<file path="config.mk">
export PLATFORM = sky130hd
export DESIGN_NAME = uart_rx_fifo_with_reply_match_top
export DESIGN_NICKNAME = d
export VERILOG_FILES = /design/src/sv/uartrx_pkg.sv /design/src/sv/uartrx_ctrl.sv /design/src/sv/uartrx_dp.sv /design/src/sv/uart_rx_fifo_with_reply_match_top.sv
export SDC_FILE = /design/constraint.sdc
export NUM_CORES = 1
export LEC_CHECK = 0
export ABC_AREA = 1
export BUFFER_PORTS_ARGS = -buffer_cell sky130_fd_sc_hd__buf_2
export CORE_MARGIN = 4
export CORE_UTILIZATION = 55
export CTS_CLUSTER_SIZE = 30
export DETAILED_ROUTE_END_ITERATION = 10
export PLACE_DENSITY = 0.74
export RECOVER_POWER = 50
export SYNTH_ARGS = -nofsm -noshare
export SYNTH_HDL_FRONTEND = slang
export SYNTH_SLANG_ARGS = --single-unit
</file>
<file path="constraint.sdc">
create_clock -name clk -period 2.3 [get_ports clk]
set_input_delay 0.69 -clock clk [delete_from_list [all_inputs] [get_ports clk]]
set_output_delay 0.69 -clock clk [all_outputs]
set_load 0.01 [all_outputs]
</file>
<file path="src/sv/uartrx_pkg.sv">
`default_nettype none

package uartrx_pkg;

  localparam int FIFO_DEPTH_DEF = 64;

  // Request codes carried by in_req_type.
  localparam logic [1:0] REQ_RX      = 2'd0;
  localparam logic [1:0] REQ_READ    = 2'd1;
  localparam logic [1:0] REQ_CLR_OK  = 2'd2;
  localparam logic [1:0] REQ_CLR_ERR = 2'd3;

  // Configuration register indexes.
  localparam logic CFG_OK_LEN  = 1'b0;
  localparam logic CFG_ERR_LEN = 1'b1;

  localparam logic [2:0] OK_LEN_RST  = 3'd3;
  localparam logic [2:0] ERR_LEN_RST = 3'd5;

  localparam logic [2:0] OK_TOKEN_LEN  = 3'd4;
  localparam logic [2:0] ERR_TOKEN_LEN = 3'd7;

  // Commands from the controller to the datapath.
  typedef struct packed {
    logic accept;
    logic load;
  } ctrl_cmd_t;

  // Characters of "[OK]".
  function automatic logic [7:0] ok_char(input logic [2:0] idx);
    logic [7:0] c;
    unique case (idx)
      3'd0:    c = 8'h5B;
      3'd1:    c = 8'h4F;
      3'd2:    c = 8'h4B;
      3'd3:    c = 8'h5D;
      default: c = 8'h00;
    endcase
    return c;
  endfunction

  // Characters of "[ERROR]".
  function automatic logic [7:0] err_char(input logic [2:0] idx);
    logic [7:0] c;
    unique case (idx)
      3'd0:    c = 8'h5B;
      3'd1:    c = 8'h45;
      3'd2:    c = 8'h52;
      3'd3:    c = 8'h52;
      3'd4:    c = 8'h4F;
      3'd5:    c = 8'h52;
      3'd6:    c = 8'h5D;
      default: c = 8'h00;
    endcase
    return c;
  endfunction

  // A length of zero acts as one, anything above the token length as the length.
  function automatic logic [2:0] clamp_len(input logic [2:0] v, input logic [2:0] maxv);
    logic [2:0] r;
    if (v == 3'd0) begin
      r = 3'd1;
    end else if (v > maxv) begin
      r = maxv;
    end else begin
      r = v;
    end
    return r;
  endfunction

endpackage

`default_nettype wire

</file>
<file path="src/sv/uartrx_ctrl.sv">
`default_nettype none

module uartrx_ctrl (
  input  wire logic                  clk,
  input  wire logic                  rst_n,
  input  wire logic                  in_valid,
  output logic                       in_stall,
  output logic                       out_valid,
  input  wire logic                  out_stall,
  output uartrx_pkg::ctrl_cmd_t      cmd
);

  localparam logic [1:0] ST_IDLE = 2'd0;
  localparam logic [1:0] ST_LOAD = 2'd1;
  localparam logic [1:0] ST_HOLD = 2'd2;

  logic [1:0] state_r;
  logic [1:0] state_nxt;
  logic       accept;

  // New requests are taken when nothing is pending or the pending result leaves now.
  assign in_stall  = !rst_n || (state_r == ST_LOAD) || ((state_r == ST_HOLD) && out_stall);
  assign accept    = in_valid && !in_stall;
  assign out_valid = (state_r == ST_HOLD);

  assign cmd.accept = accept;
  assign cmd.load   = (state_r == ST_LOAD);

  always_comb begin
    unique case (state_r)
      ST_IDLE: begin
        state_nxt = accept ? ST_LOAD : ST_IDLE;
      end
      ST_LOAD: begin
        state_nxt = ST_HOLD;
      end
      ST_HOLD: begin
        if (!out_stall) begin
          state_nxt = accept ? ST_LOAD : ST_IDLE;
        end else begin
          state_nxt = ST_HOLD;
        end
      end
      default: begin
        state_nxt = ST_IDLE;
      end
    endcase
  end

  always_ff @(posedge clk) begin
    if (!rst_n) begin
      state_r <= ST_IDLE;
    end else begin
      state_r <= state_nxt;
    end
  end

endmodule

`default_nettype wire

</file>
<file path="src/sv/uartrx_dp.sv">
`default_nettype none

module uartrx_dp #(
  parameter int FIFO_DEPTH = uartrx_pkg::FIFO_DEPTH_DEF,
  localparam int PTR_W = $clog2(FIFO_DEPTH),
  localparam int CNT_W = $clog2(FIFO_DEPTH + 1)
) (
  input  wire logic                  clk,
  input  wire logic                  rst_n,
  input  wire uartrx_pkg::ctrl_cmd_t cmd,
  input  wire logic [1:0]            req_type,
  input  wire logic [7:0]            rx_byte,
  input  wire logic                  cfg_we,
  input  wire logic                  cfg_index,
  input  wire logic [2:0]            cfg_data,
  output logic [7:0]                 read_data,
  output logic                       read_valid,
  output logic [CNT_W-1:0]           fill_count,
  output logic                       ok_seen,
  output logic                       error_seen,
  output logic                       overflow
);

  localparam logic [PTR_W-1:0] PTR_LAST = PTR_W'(FIFO_DEPTH - 1);
  localparam logic [CNT_W-1:0] CNT_FULL = CNT_W'(FIFO_DEPTH);

  logic [7:0]       mem [FIFO_DEPTH];
  logic [7:0]       rd_data_r;
  logic             rvalid_r;

  logic [PTR_W-1:0] wr_ptr_r, wr_ptr_nxt;
  logic [PTR_W-1:0] rd_ptr_r, rd_ptr_nxt;
  logic [CNT_W-1:0] cnt_r, cnt_nxt;
  logic [2:0]       ok_prog_r, ok_prog_nxt;
  logic [2:0]       err_prog_r, err_prog_nxt;
  logic             ok_flag_r, ok_flag_nxt;
  logic             err_flag_r, err_flag_nxt;
  logic             ovf_flag_r, ovf_flag_nxt;
  logic [2:0]       ok_len_r;
  logic [2:0]       err_len_r;

  logic             is_rx;
  logic             is_read;
  logic             full;
  logic             empty;
  logic             wr_en;
  logic             rd_en;
  logic [2:0]       ok_step;
  logic [2:0]       err_step;

  assign is_rx   = cmd.accept && (req_type == uartrx_pkg::REQ_RX);
  assign is_read = cmd.accept && (req_type == uartrx_pkg::REQ_READ);
  assign full    = (cnt_r == CNT_FULL);
  assign empty   = (cnt_r == '0);
  assign wr_en   = is_rx && !full;
  assign rd_en   = is_read && !empty;

  // Prefix matchers: advance on the next expected character, otherwise restart at zero.
  always_comb begin
    if ((ok_prog_r < uartrx_pkg::OK_TOKEN_LEN) && (uartrx_pkg::ok_char(ok_prog_r) == rx_byte)) begin
      ok_step = ok_prog_r + 3'd1;
    end else begin
      ok_step = 3'd0;
    end
    if ((err_prog_r < uartrx_pkg::ERR_TOKEN_LEN) &&
        (uartrx_pkg::err_char(err_prog_r) == rx_byte)) begin
      err_step = err_prog_r + 3'd1;
    end else begin
      err_step = 3'd0;
    end
  end

  always_comb begin
    wr_ptr_nxt   = wr_ptr_r;
    rd_ptr_nxt   = rd_ptr_r;
    cnt_nxt      = cnt_r;
    ok_prog_nxt  = ok_prog_r;
    err_prog_nxt = err_prog_r;
    ok_flag_nxt  = ok_flag_r;
    err_flag_nxt = err_flag_r;
    ovf_flag_nxt = ovf_flag_r;
    if (cmd.accept) begin
      unique case (req_type)
        uartrx_pkg::REQ_RX: begin
          if (full) begin
            ovf_flag_nxt = 1'b1;
          end else begin
            wr_ptr_nxt = (wr_ptr_r == PTR_LAST) ? '0 : wr_ptr_r + PTR_W'(1);
            cnt_nxt    = cnt_r + CNT_W'(1);
          end
          ok_prog_nxt  = ok_step;
          err_prog_nxt = err_step;
          if (ok_step >= uartrx_pkg::clamp_len(ok_len_r, uartrx_pkg::OK_TOKEN_LEN)) begin
            ok_flag_nxt = 1'b1;
          end
          if (err_step >= uartrx_pkg::clamp_len(err_len_r, uartrx_pkg::ERR_TOKEN_LEN)) begin
            err_flag_nxt = 1'b1;
          end
        end
        uartrx_pkg::REQ_READ: begin
          if (!empty) begin
            rd_ptr_nxt = (rd_ptr_r == PTR_LAST) ? '0 : rd_ptr_r + PTR_W'(1);
            cnt_nxt    = cnt_r - CNT_W'(1);
          end
        end
        uartrx_pkg::REQ_CLR_OK: begin
          ok_flag_nxt = 1'b0;
          wr_ptr_nxt  = '0;
          rd_ptr_nxt  = '0;
          cnt_nxt     = '0;
        end
        uartrx_pkg::REQ_CLR_ERR: begin
          err_flag_nxt = 1'b0;
        end
        default: begin
          err_flag_nxt = err_flag_r;
        end
      endcase
    end
  end

  always_ff @(posedge clk) begin
    if (!rst_n) begin
      wr_ptr_r   <= '0;
      rd_ptr_r   <= '0;
      cnt_r      <= '0;
      ok_prog_r  <= 3'd0;
      err_prog_r <= 3'd0;
      ok_flag_r  <= 1'b0;
      err_flag_r <= 1'b0;
      ovf_flag_r <= 1'b0;
      ok_len_r   <= uartrx_pkg::OK_LEN_RST;
      err_len_r  <= uartrx_pkg::ERR_LEN_RST;
    end else begin
      wr_ptr_r   <= wr_ptr_nxt;
      rd_ptr_r   <= rd_ptr_nxt;
      cnt_r      <= cnt_nxt;
      ok_prog_r  <= ok_prog_nxt;
      err_prog_r <= err_prog_nxt;
      ok_flag_r  <= ok_flag_nxt;
      err_flag_r <= err_flag_nxt;
      ovf_flag_r <= ovf_flag_nxt;
      if (cfg_we) begin
        if (cfg_index == uartrx_pkg::CFG_OK_LEN) begin
          ok_len_r <= cfg_data;
        end else begin
          err_len_r <= cfg_data;
        end
      end
    end
  end

  // Byte store with registered read data.
  always_ff @(posedge clk) begin
    if (wr_en) begin
      mem[wr_ptr_r] <= rx_byte;
    end
    if (rd_en) begin
      rd_data_r <= mem[rd_ptr_r];
    end
    if (cmd.accept) begin
      rvalid_r <= rd_en;
    end
  end

  // Result register, filled in the cycle after the request is accepted, once the read data has landed.
  always_ff @(posedge clk) begin
    if (cmd.load) begin
      read_data  <= rvalid_r ? rd_data_r : 8'h00;
      read_valid <= rvalid_r;
      fill_count <= cnt_r;
      ok_seen    <= ok_flag_r;
      error_seen <= err_flag_r;
      overflow   <= ovf_flag_r;
    end
  end

endmodule

`default_nettype wire

</file>
<file path="src/sv/uart_rx_fifo_with_reply_match_top.sv">
// Receive-side UART byte buffer with "[OK]" and "[ERROR]" reply detection.
// Input channel (in_valid / in_stall) carries one request per beat: a received
// byte, a read of the oldest stored byte, a clear of the ok flag that also
// empties the buffer, or a clear of the error flag. Every request yields
// exactly one result beat on the output channel (out_valid / out_stall) that
// shows the popped byte, the fill level and the three sticky flags as they
// stand after the request.
// The request is applied at its accept edge, the byte store read data is
// registered at that edge, and the result register loads on the following
// edge. The block stalls its input while the result register loads.
// A stalled result holds steady. While it waits the block stalls its input,
// and the next request is taken on the same edge the waiting result leaves.
// Reset (synchronous, active low) empties the buffer, clears matcher progress
// and all flags, and restores the match lengths to 3 and 5. The input stall
// stays high and the configuration port stays not-ready while reset is held.
// The configuration port writes a match length at any time outside reset;
// lengths should only change while no request is in flight.
`default_nettype none

module uart_rx_fifo_with_reply_match_top #(
  parameter int FIFO_DEPTH = uartrx_pkg::FIFO_DEPTH_DEF,
  localparam int CNT_W = $clog2(FIFO_DEPTH + 1)
) (
  input  wire logic             clk,
  input  wire logic             rst_n,
  input  wire logic             in_valid,
  output logic                  in_stall,
  input  wire logic [1:0]       in_req_type,
  input  wire logic [7:0]       in_rx_byte,
  output logic                  out_valid,
  input  wire logic             out_stall,
  output logic [7:0]            out_read_data,
  output logic                  out_read_valid,
  output logic [CNT_W-1:0]      out_fill_count,
  output logic                  out_ok_seen,
  output logic                  out_error_seen,
  output logic                  out_overflow,
  input  wire logic             cfg_valid,
  output logic                  cfg_ready,
  input  wire logic             cfg_index,
  input  wire logic [2:0]       cfg_data
);

  uartrx_pkg::ctrl_cmd_t cmd;
  logic                  cfg_we;

  // Register writes go straight into the length registers, so the port is ready whenever out of reset.
  assign cfg_ready = rst_n;
  assign cfg_we    = cfg_valid && cfg_ready;

  uartrx_ctrl u_ctrl (
    .clk       (clk),
    .rst_n     (rst_n),
    .in_valid  (in_valid),
    .in_stall  (in_stall),
    .out_valid (out_valid),
    .out_stall (out_stall),
    .cmd       (cmd)
  );

  uartrx_dp #(
    .FIFO_DEPTH (FIFO_DEPTH)
  ) u_dp (
    .clk        (clk),
    .rst_n      (rst_n),
    .cmd        (cmd),
    .req_type   (in_req_type),
    .rx_byte    (in_rx_byte),
    .cfg_we     (cfg_we),
    .cfg_index  (cfg_index),
    .cfg_data   (cfg_data),
    .read_data  (out_read_data),
    .read_valid (out_read_valid),
    .fill_count (out_fill_count),
    .ok_seen    (out_ok_seen),
    .error_seen (out_error_seen),
    .overflow   (out_overflow)
  );

endmodule

`default_nettype wire

</file>
==> flow_metrics.env, run 1 <==
export IMPL_outcome="finished, violations left"
export IMPL_violations="max-capacitance violations, max-slew violations, negative setup slack"
export IMPL_synth_xor_area_share=0.00254
export IMPL_clkLatencyLatePin_ns=0.61
export IMPL_relSlewSlack=-0.0736
export IMPL_timing_final_hold_violations=0
export IMPL_async_flop_share=0
export IMPL_dr_pass1_iters=5
export IMPL_synth_warnings=0
export IMPL_hp_start="cfg_data[0]"
export IMPL_synth_adder_area_share=0.0122
export IMPL_grt_met2_usage=0.397
export IMPL_grt_usage=0.246
export IMPL_port_buffers=40
export IMPL_synth_top_area_frac=0.671
export IMPL_drtIter0Drc=1942
export IMPL_vdd_drop_max_uv=640
export IMPL_drt_wirelength_per_cell_um=20.2
export IMPL_synth_edf_count=540
export IMPL_synth_area_top_cells="edfxtp_1 67%, nand2_1 6.1%, nor2_1 4.8%, nand3_1 4.2%, o21ai_0 3.5%"
export IMPL_whs_endpoint="u_dp.ok_len_r[0]"
export IMPL_grt_antenna_before_repair=1
export IMPL_die_area_mm2=0.0473
export IMPL_dp_hpwl_um=35500
export IMPL_synth_cells=2100
export IMPL_detail_route_antenna_nets=0
export IMPL_tightest_slew_ns=1.61
export IMPL_overflow=0
export IMPL_synthSimpleGateAreaFrac=0.164
export IMPL_critical_path_reg2reg_startpoint="u_dp.err_prog_r[0]"
export IMPL_period_share=1.09
export IMPL_first_global_vias=16129
export IMPL_critical_path_top_delay_family="simple AND/OR/NAND/NOR gates"
export IMPL_rrSetupSlack_ns=-0.21
export IMPL_fin_ws_ns=-0.212
export IMPL_globalRouteMet3Util=0.0393
export IMPL_gp_congestion=0.931
export IMPL_initial_utilization=0.558
export IMPL_period_needed_ns=2.51
export IMPL_pin_count=41
export IMPL_ys_ff_latch=576
export IMPL_fillers=3186
export IMPL_worstPathMaxFanout=5
export IMPL_synthMostInstantiatedCell="edfxtp_1"
export IMPL_maxClockFrequency_mhz=398
export IMPL_hp_class="in -> reg"
export IMPL_startpoint_type="flip-flop"
export IMPL_cts_tree="yes"
export IMPL_hold_path_depth=3
export IMPL_h_tree_depth=2
export IMPL_path_class="reg -> reg"
export IMPL_syn_area_mm2=0.0242
export IMPL_reg2regPathDepth=16
export IMPL_synthMuxAreaShare=0
export IMPL_path_clk_slew_ns=0.06
export IMPL_cap_viol_max_count=5
export IMPL_fp_dieW_um=218
export IMPL_maxSlewViolCount=260
export IMPL_totalWireLength_um=58300
export IMPL_rsz0062_at_grt="true"
export IMPL_tns_ns=-0.222
export IMPL_syn_area_per_cell_um2=11.5
export IMPL_vias_per_cell=5.81
export IMPL_core_area_mm2=0.0433
export IMPL_diodes=0
export IMPL_setup_viol=2
export IMPL_layout_drive_gt1_share=0.151
export IMPL_numCtsBuffers=56
export IMPL_dpl_worst_slack_ns=-0.389
export IMPL_cts_root_buf="clkbuf_16"
export IMPL_synth_compound_area_share=0.0826
export IMPL_die_h_um=218
export IMPL_synthDistinctLibCells=42
export IMPL_r2r_end="u_dp.err_flag_r"
export IMPL_path_cells="ha_2, nor2_2, nand2_1, nand2_2, nand3_2, nand2_1, nand2_2, nor2_4, nand3_2, nor3_2, ha_1, a21oi_1, o211ai_1, o21ai_1, o21ai_1, a21oi_1"
export IMPL_synth_top_family_by_area="simple AND/OR/NAND/NOR gates"
export IMPL_total_power_w=0.0222
export IMPL_cp_arrival_ns=3.04
export IMPL_critPathCaptureType="flip-flop"
export IMPL_crit_buf_inv=0
export IMPL_ys_seq_area_frac=0.701
export IMPL_power_density_mw_per_mm2=792
export IMPL_vias=16752
export IMPL_globalRouteMet1Util=0.346
export IMPL_synthTopCellsByCount="540 x edfxtp_1, 394 x nand2_1, 311 x nor2_1"
export IMPL_synth_fp_nets=2142
export IMPL_drc=0
export IMPL_required_ns=2.83
export IMPL_grt_max_degree=67
export IMPL_netlist_top_cell_by_area="edfxtp_1"
export IMPL_cts_buffer_depth=3
export IMPL_leakagePower_nw=10.1
export IMPL_cts_sinks=576
export IMPL_synth_main_ff_cell="edfxtp_1"
export IMPL_placementRows=76
export IMPL_area_delta_synth_final_pct=16.3
export IMPL_critPathMaxStageDelay_ns=0.38
export IMPL_grt_busiest_layer="met2"
export IMPL_grt_pass1_wl_um=90900
export IMPL_nNetsFinal=2294
export IMPL_skew_ns=0.0190
export IMPL_cpMaxStageDelayCell="dfxtp_4"
==> per-stage QoR <==
step / util / instances / hold slack, ns / instance area (µm²)
final: 0.649 / 2884 / 0.335 / 28100
after global routing: 0.649 / 2884 / 0.348 / 28100
after CTS: 0.649 / 2884 / 0.315 / 28100
after detailed placement: 0.601 / 2778 / 0.423 / 26000
after global placement: 0.601 / 2778 / 0.427 / 26000
after floorplan: - / 2100 / 0.405 / 24200
==> cell usage in the layout, fill, tap and decap left out, drive strengths merged, types with 4 or more instances in the layout <==
cell,n
a21oi,81
buf,189
bufinv,5
clkbuf,94
clkinv,29
dfxtp,36
edfxtp,540
ha,22
inv,80
nand2,397
nand3,206
nand4,15
nor2,317
nor3,7
o211ai,53
o21ai,170
o221ai,13
o22ai,4
o31ai,18
xor2,6
==> final cells by class <==
class                   count  area (µm²)  share of cell area
flip-flops and latches    576       17000               0.604
multi-input cells        1324        6500               0.231
inverters                  84         332              0.0118
repair buffers            210        1650              0.0589
clock buffers              73        1620              0.0578
clock inverters            32         292              0.0104
well taps                 585         732              0.0261
==> repair_timing <==
item,4_1_cts,5_1_grt
buffers inserted,1,0
setup endpoints to repair,2,4
hold buffers,0,0
gates resized for setup,34,21
pin swaps,31,24
==> cell families after synthesis <==
kind of cell               Yosys count
buffers and inverters              200
AOI/OAI and AO/OA                  348
adders and majority gates           23
DFF                                576
xor gates and xnor gates             7
and+or+nand+nor                    946
==> state kept, by name, indices dropped and copies added, names as in the netlist, 6 cells and up <==
| register | cells |
|---|---|
| u_dp.cnt_r | 7 |
| u_dp.fill_count | 7 |
| u_dp.mem | 512 |
| u_dp.rd_data_r | 8 |
| u_dp.rd_ptr_r | 6 |
| u_dp.read_data | 8 |
| u_dp.wr_ptr_r | 6 |
==> worst max path at each step <==
stage / depth (start not counted) / startpoint / slack, ns / endpoint
finish: 16 / u_dp.err_prog_r[0] / -0.21 / u_dp.err_flag_r
global placement: 16 / in_rx_byte[5] / -0.40 / u_dp.err_flag_r
detailed placement: 16 / in_rx_byte[5] / -0.39 / u_dp.err_flag_r
global route: 16 / u_dp.err_prog_r[0] / -0.44 / u_dp.err_flag_r
floorplan: 15 / in_rx_byte[5] / -0.07 / u_dp.err_flag_r
CTS: 16 / u_dp.err_prog_r[0] / -0.16 / u_dp.err_flag_r
==> metal layers <==
| layer | routed length (µm) | part of all wire | up-vias |
|---|---|---|---|
| met4 | 1630 | 0.028 | 0 |
| li1 | - | - | 7748 |
| met1 | 23700 | 0.41 | 8119 |
| met5 | 0 | 0 | - |
| met2 | 28000 | 0.48 | 776 |
| met3 | 4910 | 0.084 | 109 |
==> tightest hold or removal path: stages <==
cell and delay [ns]:
buf_2 0.09, o21ai_0 0.08, inv_1 0.05
==> power breakdown <==
group          switching (W)  internal, W
sequential         0.0000316       0.0115
clock                0.00386      0.00553
combinational       0.000927     0.000405
total                0.00482       0.0174
No activity file was read; power rests on OpenSTA's default activity.
==> run 2: changes to the inputs <==
- CORE_ASPECT_RATIO: default -> 1.1
==> flow_metrics.env, run 2 (synthesis results as in run 1) <==
export IMPL_dp_cells=2758
export IMPL_required_ns=2.81
export IMPL_final_cell_mix="540 x edfxtp_1, 390 x nand2_1, 307 x nor2_1"
export IMPL_power_density_mw_per_mm2=776
export IMPL_period_needed_ns=2.47
export IMPL_layout_drive_gt1_share=0.147
export IMPL_tightest_slew_ns=1.64
export IMPL_setup_viol=2
export IMPL_violations="max-capacitance violations, max-slew violations, negative setup slack"
export IMPL_layout_commonest_cell="edfxtp_1"
export IMPL_cts_root_buf="clkbuf_16"
export IMPL_overflow=0
export IMPL_p_clk_frac=0.405
export IMPL_fin_cells=2863
export IMPL_grt_max_degree=90
export IMPL_cap_viol_max_count=6
export IMPL_die_h_um=228
export IMPL_nNetsFinal=2287
export IMPL_fp_dieW_um=208
export IMPL_drt_wirelength_per_cell_um=20.6
export IMPL_ff_latch_area_mm2=0.0170
export IMPL_pwr_share_seq=0.534
export IMPL_drc=0
export IMPL_dr_pass1_iters=6
export IMPL_h_tree_depth=2
export IMPL_vias=16812
export IMPL_dp_hpwl_um=35000
export IMPL_p_comb_frac=0.061
export IMPL_clkLatencyLatePin_ns=0.59
export IMPL_hold_buffers=0
export IMPL_drtIter0Drc=1705
export IMPL_worstPathMaxFanout=5
export IMPL_port_buffers=40
export IMPL_grt_pass1_wl_um=91500
export IMPL_gp_congestion=0.927
export IMPL_initial_utilization=0.556
export IMPL_relSlewSlack=-0.0965
export IMPL_intPower_w=0.0168
export IMPL_maxClockFrequency_mhz=404
export IMPL_cts_sinks=576
export IMPL_reg_top3="u_dp.mem (512), u_dp.rd_data_r (8), u_dp.read_data (8)"
export IMPL_leakagePower_nw=9.95
export IMPL_outcome="finished, violations left"
export IMPL_rsz0062_at_grt="true"
export IMPL_vdd_drop_max_uv=552
export IMPL_placementRows=80
export IMPL_cts_buffer_depth=3
export IMPL_cp_arrival_ns=2.98
export IMPL_multiInputGateArea_mm2=0.00646
export IMPL_hp_class="in -> reg"
export IMPL_first_global_vias=16512
export IMPL_grt_usage=0.243
export IMPL_pin_count=41
export IMPL_startpoint_type="flip-flop"
export IMPL_numCtsBuffers=54
export IMPL_p_switching_w=0.00477
export IMPL_critPathCaptureType="flip-flop"
export IMPL_cts_tree="yes"
export IMPL_grt_antenna_before_repair=0
export IMPL_period_share=1.08
export IMPL_path_class="reg -> reg"
export IMPL_die_area_mm2=0.0473
export IMPL_fin_util=0.641
export IMPL_path_clk_slew_ns=0.06
export IMPL_fin_ws_ns=-0.174
export IMPL_detail_route_antenna_nets=0
export IMPL_core_area_mm2=0.0434
export IMPL_power_share_switching=0.221
export IMPL_totalWireLength_um=59000
export IMPL_diodes=0
export IMPL_largest_reg_flops=512
export IMPL_area_delta_synth_final_pct=15.2
export IMPL_maxSlewViolCount=390
export IMPL_skew_ns=0.0202
export IMPL_largest_register="u_dp.mem"
export IMPL_vias_per_cell=5.87
export IMPL_timing_final_hold_violations=0
export IMPL_fillers=3213
run 2: timing repair:
action                                  CTS  global route
endpoints found under the setup margin    2             2
pin swaps                                19            20
buffers inserted                          2             3
endpoints found under the hold margin     0             0
resized for setup                        22            24
run 2: area by class of cell:
class,count,share of cell area
flip-flops and latches,576,0.609
multi-input cells,1324,0.232
repair buffers,205,0.0579
clock buffers,63,0.0520
well taps,574,0.0258
inverters,84,0.0118
clock inverters,37,0.0109
run 2: power by group through the flow:
stage	Combinational [W]	Clock [W]	Sequential, W
CTS	0.00131	0.00882	0.0115
global placement	0.00125	0	0.0117
detailed placement	0.00129	0	0.0117
finish	0.00133	0.00875	0.0115
global route	0.00145	0.00932	0.0115
floorplan	0.000720	0	0.0117
run 2: worst max-delay path, cell delays in order (launching register included):
cell and delay [ns]:
dfxtp_4 0.38, inv_4 0.06, ha_4 0.16, inv_4 0.06
buf_4 0.10, nand2_1 0.05, nand2_2 0.07, nand3_2 0.10
nand2_1 0.08, nand2_1 0.06, nor2_2 0.11, nand3_2 0.09
nor3_2 0.17, ha_1 0.28, a21oi_2 0.12, o211ai_1 0.16
o21ai_1 0.18, o21ai_1 0.07, a21oi_1 0.12
run 2: final timing paths:
kind                       from                end  slack (ns)  cells past startpoint
min reg2reg     u_dp.ovf_flag_r      u_dp.overflow        0.44                      0
max          u_dp.err_prog_r[0]    u_dp.err_flag_r       -0.17                     18
max reg2reg  u_dp.err_prog_r[0]    u_dp.err_flag_r       -0.17                     18
min                 cfg_data[0]  u_dp.err_len_r[0]        0.36                      3
run 2: metal layers:
metal  vias up  GRT usage  part of all wire  wire [µm]
met3       152     0.0360             0.086       5090
met2       816      0.402              0.48      28500
met5         -          0                 0          0
met1      8102      0.326              0.39      23000
met4         0      0.102             0.043       2520
li1       7742          -                 -          -
run 2: metrics by stage:
step | hold WS [ns] | cell area (µm²) | worst slack (ns) | power, W | setup TNS (ns)
3_5_place_dp | 0.422 | 25900 | -0.431 | 0.0130 | -31.75
3_3_place_gp | 0.420 | 25900 | -0.412 | 0.0130 | -19.20
6_report | 0.363 | 27800 | -0.174 | 0.0216 | -0.275
5_1_grt | 0.365 | 27800 | -0.464 | 0.0223 | -0.640
2_1_floorplan | 0.405 | 24200 | -0.0684 | 0.0125 | -0.506
4_1_cts | 0.343 | 27800 | -0.211 | 0.0217 | -0.211
==> run 3: changes to the inputs <==
- PLACE_DENSITY: 0.74 -> 0.71
- SKIP_CTS_REPAIR_TIMING: default -> 1
- clock period: 2.3 -> 2.9 ns (I/O delays scaled with it)
==> flow_metrics.env, run 3 (synthesis results as in run 1) <==
export IMPL_layout_drive_gt1_share=0.117
export IMPL_maxSlewViolCount=231
export IMPL_violations="max-capacitance violations, max-slew violations"
export IMPL_hold_ws_ns=0.434
export IMPL_grt_antenna_before_repair=1
export IMPL_core_area_mm2=0.0434
export IMPL_largest_reg_flops=512
export IMPL_reg_top3="u_dp.mem (512), u_dp.rd_data_r (8), u_dp.read_data (8)"
export IMPL_fp_dieW_um=208
export IMPL_timing_final_hold_violations=0
export IMPL_skew_ns=0.0268
export IMPL_largest_register="u_dp.mem"
export IMPL_path_class="in -> reg"
export IMPL_vias_per_cell=5.83
export IMPL_ff_latch_area_mm2=0.0170
export IMPL_overflow=0
export IMPL_dr_pass1_iters=6
export IMPL_area_delta_synth_final_pct=13.1
export IMPL_grt_max_degree=113
export IMPL_first_global_vias=15881
export IMPL_maxClockFrequency_mhz=369
export IMPL_leakagePower_nw=9.77
export IMPL_place_area_mm2=0.0255
export IMPL_die_area_mm2=0.0473
export IMPL_cap_viol_max_count=4
export IMPL_path_clk_slew_ns=0.06
export IMPL_detail_route_antenna_nets=0
export IMPL_setup_viol=0
export IMPL_h_tree_depth=2
export IMPL_layout_commonest_cell="edfxtp_1"
export IMPL_worstPathMaxFanout=42
export IMPL_drc=0
export IMPL_dp_cells=2718
export IMPL_vdd_drop_max_uv=649
export IMPL_drt_wirelength_per_cell_um=20.8
export IMPL_placementRows=80
export IMPL_cts_root_buf="clkbuf_16"
export IMPL_outcome="finished, violations left"
export IMPL_cts_sinks=576
export IMPL_grt_pass1_wl_um=90500
export IMPL_relSlewSlack=-0.319
export IMPL_critical_path_reg2reg_startpoint="u_dp.err_prog_r[1]"
export IMPL_die_h_um=228
export IMPL_cts_buffer_depth=3
export IMPL_cts_tree="yes"
export IMPL_gp_congestion=0.898
export IMPL_tns_ns=0
export IMPL_period_share=0.935
export IMPL_hp_class="reg -> reg"
export IMPL_multiInputGateArea_mm2=0.00632
export IMPL_tightest_slew_ns=1.98
export IMPL_final_cell_mix="540 x edfxtp_1, 394 x nand2_1, 311 x nor2_1"
export IMPL_nNetsFinal=2243
export IMPL_critPathCaptureType="flip-flop"
export IMPL_final_area_mm2=0.0273
export IMPL_vias=16440
export IMPL_startpoint="in_rx_byte[6]"
export IMPL_initial_utilization=0.556
export IMPL_totalWireLength_um=58700
export IMPL_fin_cells=2819
export IMPL_cp_arrival_ns=2.96
export IMPL_power_density_mw_per_mm2=635
export IMPL_hp_start="u_dp.err_flag_r"
export IMPL_dpl_worst_slack_ns=0.0253
export IMPL_required_ns=3.15
export IMPL_fillers=3321
export IMPL_clkLatencyLatePin_ns=0.61
export IMPL_pin_count=41
export IMPL_dp_hpwl_um=34900
export IMPL_numCtsBuffers=55
export IMPL_drtIter0Drc=1941
export IMPL_port_buffers=40
export IMPL_period_needed_ns=2.71
export IMPL_startpoint_type="input port"
export IMPL_grt_usage=0.242
export IMPL_fin_ws_ns=0.188
[run 3: cell count changes in the layout (fill, tap and decap cells not counted), sizes merged]
cell	before	now
clkbuf	89	97
clkinvlp	7	1
buf	179	140
inv	81	80
diode	0	1
bufinv	4	3
clkinv	29	23
[run 3: final timing paths]
path	to	slack [ns]	depth (start not counted)
max reg2reg	u_dp.err_flag_r	0.24	16
min	u_dp.error_seen	0.43	0
max	u_dp.mem[46][6]	0.19	3
min reg2reg	u_dp.error_seen	0.43	0
[run 3: layer usage]
layer  GRT usage  part of all wire
met2       0.398              0.49
met1       0.332              0.40
met5           0                 0
met4      0.0868             0.035
met3      0.0393             0.074
[run 3: worst max-delay path, cell delays in order]
cell and delay (ns):
clkbuf_1 0.32, clkbuf_1 0.80, buf_2 0.92
[run 3: per-stage QoR]
step | utilization | power [W]
after global placement | 0.587 | 0.0103
after CTS | 0.630 | 0.0174
after floorplan | - | 0.00988
final | 0.629 | 0.0174
after detailed placement | 0.587 | 0.0103
after global routing | 0.629 | 0.0179
[run 3: layout make-up]
class	instances	area share
antenna	1	0.0000916
clock inverter	23	0.00646
timing repair buffer	160	0.0427
sequential	576	0.620
clock buffer	77	0.0613
inverter	84	0.0118
multi-input combinational	1324	0.231
tap	574	0.0263
[run 3: report_power, final]
| group | internal [W] | total (W) | switching (W) |
|---|---|---|---|
| clock | 0.00426 | 0.00723 | 0.00297 |
| sequential | 0.00912 | 0.00914 | 0.0000229 |
| combinational | 0.000260 | 0.000980 | 0.000720 |
